## config.mk

```make
export PLATFORM = sky130hd
export DESIGN_NAME = fpa_queue
export DESIGN_NICKNAME = d
export VERILOG_FILES = /design/src/design/fpa_queue.sv
export SDC_FILE = /design/constraint.sdc
export NUM_CORES = 1
export LEC_CHECK = 0
export ABC_AREA = 1
export BUFFER_PORTS_ARGS = -buffer_cell sky130_fd_sc_hd__buf_4
export CAP_MARGIN = 10
export CORE_AREA = 4 4 50 52
export CTS_CLUSTER_DIAMETER = 80
export DETAILED_ROUTE_END_ITERATION = 8
export DIE_AREA = 0 0 54 56
export PLACE_DENSITY = 0.69
export SYNTH_ARGS = -nofsm -noshare
export SYNTH_HDL_FRONTEND = slang
export SYNTH_SLANG_ARGS = --single-unit
```

## constraint.sdc

```tcl
create_clock -name clock -period 1.5 [get_ports clock]
set_input_delay 0.3 -clock clock [delete_from_list [all_inputs] [get_ports clock]]
set_output_delay 0.3 -clock clock [all_outputs]
set_load 0.05 [all_outputs]
```

## src/design/fpa_queue.sv

```systemverilog
// Two-entry queue that decouples the front end from the back end.
`default_nettype none
module fpa_queue #(
   parameter int unsigned DATA_WIDTH = 8
) (
   input  wire logic                  clock,
   input  wire logic                  reset,
   input  wire logic                  push_valid,
   input  wire logic [DATA_WIDTH-1:0] push_data,
   output logic                       push_ready,
   output logic                       head_valid,
   output logic [DATA_WIDTH-1:0]      head_data,
   input  wire logic                  pop
);

   logic [DATA_WIDTH-1:0] entry_ff [2];
   logic                  wr_ptr_ff, wr_ptr_in;
   logic                  rd_ptr_ff, rd_ptr_in;
   logic [1:0]            count_ff, count_in;
   logic                  do_push, do_pop;

   assign push_ready = (count_ff != 2'd2);
   assign head_valid = (count_ff != 2'd0);
   assign head_data  = entry_ff[rd_ptr_ff];
   assign do_push    = push_valid && push_ready;
   assign do_pop     = pop && head_valid;

   // Pointer and fill count updates.
   always_comb begin
      wr_ptr_in = do_push ? ~wr_ptr_ff : wr_ptr_ff;
      rd_ptr_in = do_pop ? ~rd_ptr_ff : rd_ptr_ff;
      count_in  = count_ff + {1'b0, do_push} - {1'b0, do_pop};
   end

   always_ff @(posedge clock) begin
      if (reset) begin
         wr_ptr_ff <= 1'b0;
         rd_ptr_ff <= 1'b0;
         count_ff  <= 2'd0;
      end else begin
         wr_ptr_ff <= wr_ptr_in;
         rd_ptr_ff <= rd_ptr_in;
         count_ff  <= count_in;
      end
   end

   // Entry storage needs no reset.
   always_ff @(posedge clock) begin
      if (do_push) begin
         entry_ff[wr_ptr_ff] <= push_data;
      end
   end

endmodule
`default_nettype wire

```

Yosys cells after proc, flatten, opt, wreduce, memory -nomap -nowiden. Memory sizes are Yosys's and may differ from the RTL's. A register that Yosys moved wholly into a read port is not among the register bits. Cells that the tools add are included. Widths: inputs -> output; s select.

Register bits after elaboration: 4. Word-level logic and storage cells: 16. Bits of input ports: 12. Output and inout bits: 10. Memories kept: 1. RAM bits: 16.

Memory list: entry_ff (words 2, bits a word 8, rd ports 1, clocked after Yosys merged registers in 1, wr ports 1, line 16) `logic [DATA_WIDTH-1:0] entry_ff [2];`.

Reduce and logical (&&, ||, !) cells: 3. Add/sub/neg operators: 2. Multiplexer cells: 4. Equal/unequal tests: 1. Bitwise gates (word level): 2.

Operators by type and width (number): $mux 1 (4); $add 2x1->2 (1); $logic_and 1x1->1 (2); $ne 2x2->1 const B (1); $not 1->1 (2); $reduce_bool 2->1 (1); $sub 2x1->2 (1).

Logic depth before layout (Yosys ltp).
Depth in word-level cells: 4. Depth in mapped cells: 11. Depth with buffers taken out: 11.

Least setup slack after synthesis. No wires, ideal clock.

Path kind: reg2reg. Start point: register count_ff[0]. End point: register count_ff[1]. Period minus slack after synthesis: 1.638 ns. Buffers on the path: 0. Arrival: 1.523 ns. Data required time: 1.385 ns. Cell stages (with the launch flop): 11. Path slack: -0.138 ns. Path through: dfxtp_1 > inv_1 > nand2_2 > nand2_1 > ha_1 > inv_1 > ha_1 > inv_1 > nand2_1 > a21oi_1 > nor2_1.

Cells in the longest elaborated chain, start to end: 4. Elaborated cells between the ends (all ways): 6.

Ends and longest elaborated chain: start, declared (line 19) `logic [1:0] count_ff, count_in;`; start signal, assigned (line 43) `count_ff <= count_in;`; $ne 2x2->1 (line 22) `assign push_ready = (count_ff != 2'd2);`; net push_ready (line 10) `output logic push_ready,`; $logic_and 1x1->1 (line 25) `assign do_push = push_valid && push_ready;`; $add 2x1->2 (line 32) `count_in = count_ff + {1'b0, do_push} - {1'b0, do_pop};`; $sub 2x1->2 (line 32).

The timed path passes the listed nets, and every way through them passes these cells. A chain may end at the register's enable or synchronous reset.

==> results.sh <==
export IMPL_syn_nets=76
export IMPL_min_delay_path_depth=2
export IMPL_grt_pass1_wl_um=2280
export IMPL_antenna_found_initial=0
export IMPL_r2r_end="count_ff[1]$_SDFF_PP0_"
export IMPL_vias_per_cell=4.54
export IMPL_postCtsSetupRepairBufs=0
export IMPL_setup_slack_ns=-0.0338
export IMPL_crit_type="flop to output pin"
export IMPL_final_period_utilization=1.02
export IMPL_cp_start_kind="flop"
export IMPL_hold_path_class="primary input to flop"
export IMPL_fmaxAchievable_ghz=0.652
export IMPL_route_detailed_drc=0
export IMPL_io_buffers=21
export IMPL_drv_cap=0
export IMPL_netlist_instances=62
export IMPL_layout_cells_most_common_list="edfxtp_1 (16), buf_4 (14), mux2_4 (8), buf_6 (8), nor2_1 (7)"
export IMPL_multiInputGateArea_sq_um=288
export IMPL_cts_inserted_buffers=3
export IMPL_cts_sinks=21
export IMPL_syn_avg_cell_area_sq_um=14.1
export IMPL_rsz0062_at_grt="yes"
export IMPL_nets=103
export IMPL_initialDrtViolationCount=5
export IMPL_period_minus_slack_ns=1.53
export IMPL_ys_seq_area_frac=0.663
export IMPL_min_from="reset"
export IMPL_grt_pass1_vias=567
export IMPL_cts_root_buf="clkbuf_4"
export IMPL_grt_start_max_net_pins=13
export IMPL_cts_tree="done"
export IMPL_hold_violations=0
export IMPL_die_h_um=56
export IMPL_tightest_slew_ns=0.312
export IMPL_hold_ws_ns=0.150
export IMPL_dp_hpwl_um=1010
export IMPL_final_antenna_net_count=0
export IMPL_fin_worst_skew_ns=0.00232
export IMPL_finalMaxSlewViolations=0
export IMPL_cts_htree_levels=1
export IMPL_num_antenna_cells=0
export IMPL_place_gp_congestion=0.670
export IMPL_start_util=0.416
export IMPL_fp_row_count=17
export IMPL_area_growth_pct=35.3
export IMPL_r2r_slack_ns=0.04
export IMPL_end_kind="output pin"
export IMPL_setup_viol=8
export IMPL_clk_latency_ns=0.29
export IMPL_reg2reg_depth=9
export IMPL_drt_wl_total_um=1350
export IMPL_violations="setup timing"
export IMPL_via_count=527
export IMPL_final_instance_count_excl_fill=116
export IMPL_leakagePower_uw=0.000500
export IMPL_track_usage=0.106
export IMPL_path_clk_slew_ns=0.10
export IMPL_holdPathEnd="count_ff[0]$_SDFF_PP0_"
export IMPL_ys_ff_latch=21
export IMPL_final_common_cell="edfxtp_1"
export IMPL_drt_pass1_iter_count=3
export IMPL_synth_cell_types=14
export IMPL_syn_area_sq_um=876
export IMPL_r2r_start="count_ff[0]$_SDFF_PP0_"
export IMPL_arrival_ns=1.23
export IMPL_postCtsHoldBufs=0
export IMPL_total_power_uw=2190
export IMPL_seq_area_sq_um=587
export IMPL_critPathRequiredTime_ns=1.20
export IMPL_wl_per_cell_um=11.6
export IMPL_ys_warn_count=0
export IMPL_p_per_area_nw_per_um2=1850
export IMPL_die_area_sq_um=3020
export IMPL_vdd_drop_max_mv=1.11
export IMPL_die_x_um=54
export IMPL_grt_ovfl_total=0
export IMPL_placed_cells=112
export IMPL_cp_max_fo=8
export IMPL_core_area_sq_um=2110
export IMPL_relSlewSlack=0.792
export IMPL_drive_above_1_share=0.568
export IMPL_fillers=171
export IMPL_io_pins=22
export IMPL_status="finished with violations"
export IMPL_cts_buffer_depth=2
## registers in the layout, indices dropped and copies added (netlist names), named ones only
name	count
wr_ptr_ff	1
entry_ff	16
count_ff	2
rd_ptr_ff	1
## area by class of cell
cell class,instances,share of cell area
clock buffers,3,0.0190
clock inverters,1,0.00422
inverters,8,0.0275
multi-input cells,32,0.243
flip-flops and latches,21,0.495
well taps,28,0.0296
repair buffers,23,0.182
## cells in the mapped netlist
master / count / area, sq um
nor2_4: 1 / 11.3
ha_1: 2 / 25.0
nand2_2: 2 / 12.5
inv_1: 8 / 30.0
dfxtp_1: 5 / 100
edfxtp_1: 16 / 480
nor2_2: 1 / 6.26
nand3_2: 1 / 10.0
mux2_4: 8 / 120
nor2_1: 7 / 26.3
nand3_1: 2 / 10.0
buf_6: 1 / 11.3
a21oi_1: 2 / 10.0
nand2_1: 6 / 22.5
## cell families (layout without fill, tap and decap cells)
kind of cell	after synthesis	count (layout)	share of synthesized area
multiplexers	8	8	0.137
buffers and inverters	9	35	0.0471
AND/OR/NAND/NOR	20	20	0.113
adder cells (fa/ha/maj)	2	2	0.0286
flip-flops	21	21	0.663
AO/OA/AOI/OAI	2	2	0.0114
## layer usage
metal | vias to the layer above | wire length [um] | global-route usage
met4 | 0 | 9 | 0.0534
met5 | - | 0 | 0
met2 | 15 | 739 | 0.185
li1 | 261 | - | -
met1 | 249 | 494 | 0.108
met3 | 2 | 102 | 0.0322
## power breakdown
group	switching, uW	internal [uW]	leakage, uW
clock	152	99.1	0.0000177
sequential	87.2	759	0.000192
combinational	653	443	0.000290
total	893	1300	0.000500
## per-stage QoR
step	TNS [ns]	utilization	setup slack (ns)	cell area (sq um)
after floorplan	0	-	0.00785	890
after global placement	0	0.522	0.000692	1100
after detailed placement	-0.0526	0.522	-0.0526	1100
after CTS	-0.400	0.552	-0.0548	1160
after global routing	-0.769	0.563	-0.0946	1180
final	-0.234	0.563	-0.0338	1180
## critical path, cell delays in order, from the launching register on
cell and delay, ns:
dfxtp_2 0.35, buf_12 0.13, mux2_4 0.31, buf_6 0.15
## worst max path at each step
| stage | slack (ns) | startpoint | endpoint |
|---|---|---|---|
| after CTS | -0.05 | flop | head_data[4] |
| after floorplan | 0.008 | count_ff[0]$_SDFF_PP0_ | count_ff[1]$_SDFF_PP0_ |
| final | -0.03 | flop | head_data[6] |
| after detailed placement | -0.05 | count_ff[0]$_SDFF_PP0_ | count_ff[1]$_SDFF_PP0_ |
| after global placement | 0.0007 | count_ff[0]$_SDFF_PP0_ | count_ff[1]$_SDFF_PP0_ |
| after global routing | -0.09 | flop | head_data[6] |
## what timing repair did
item | CTS | global route
setup endpoints to repair | 9 | 9
resized for setup | 12 | 8
pin swaps | 0 | 1
No activity file was read; power rests on OpenSTA's default activity.
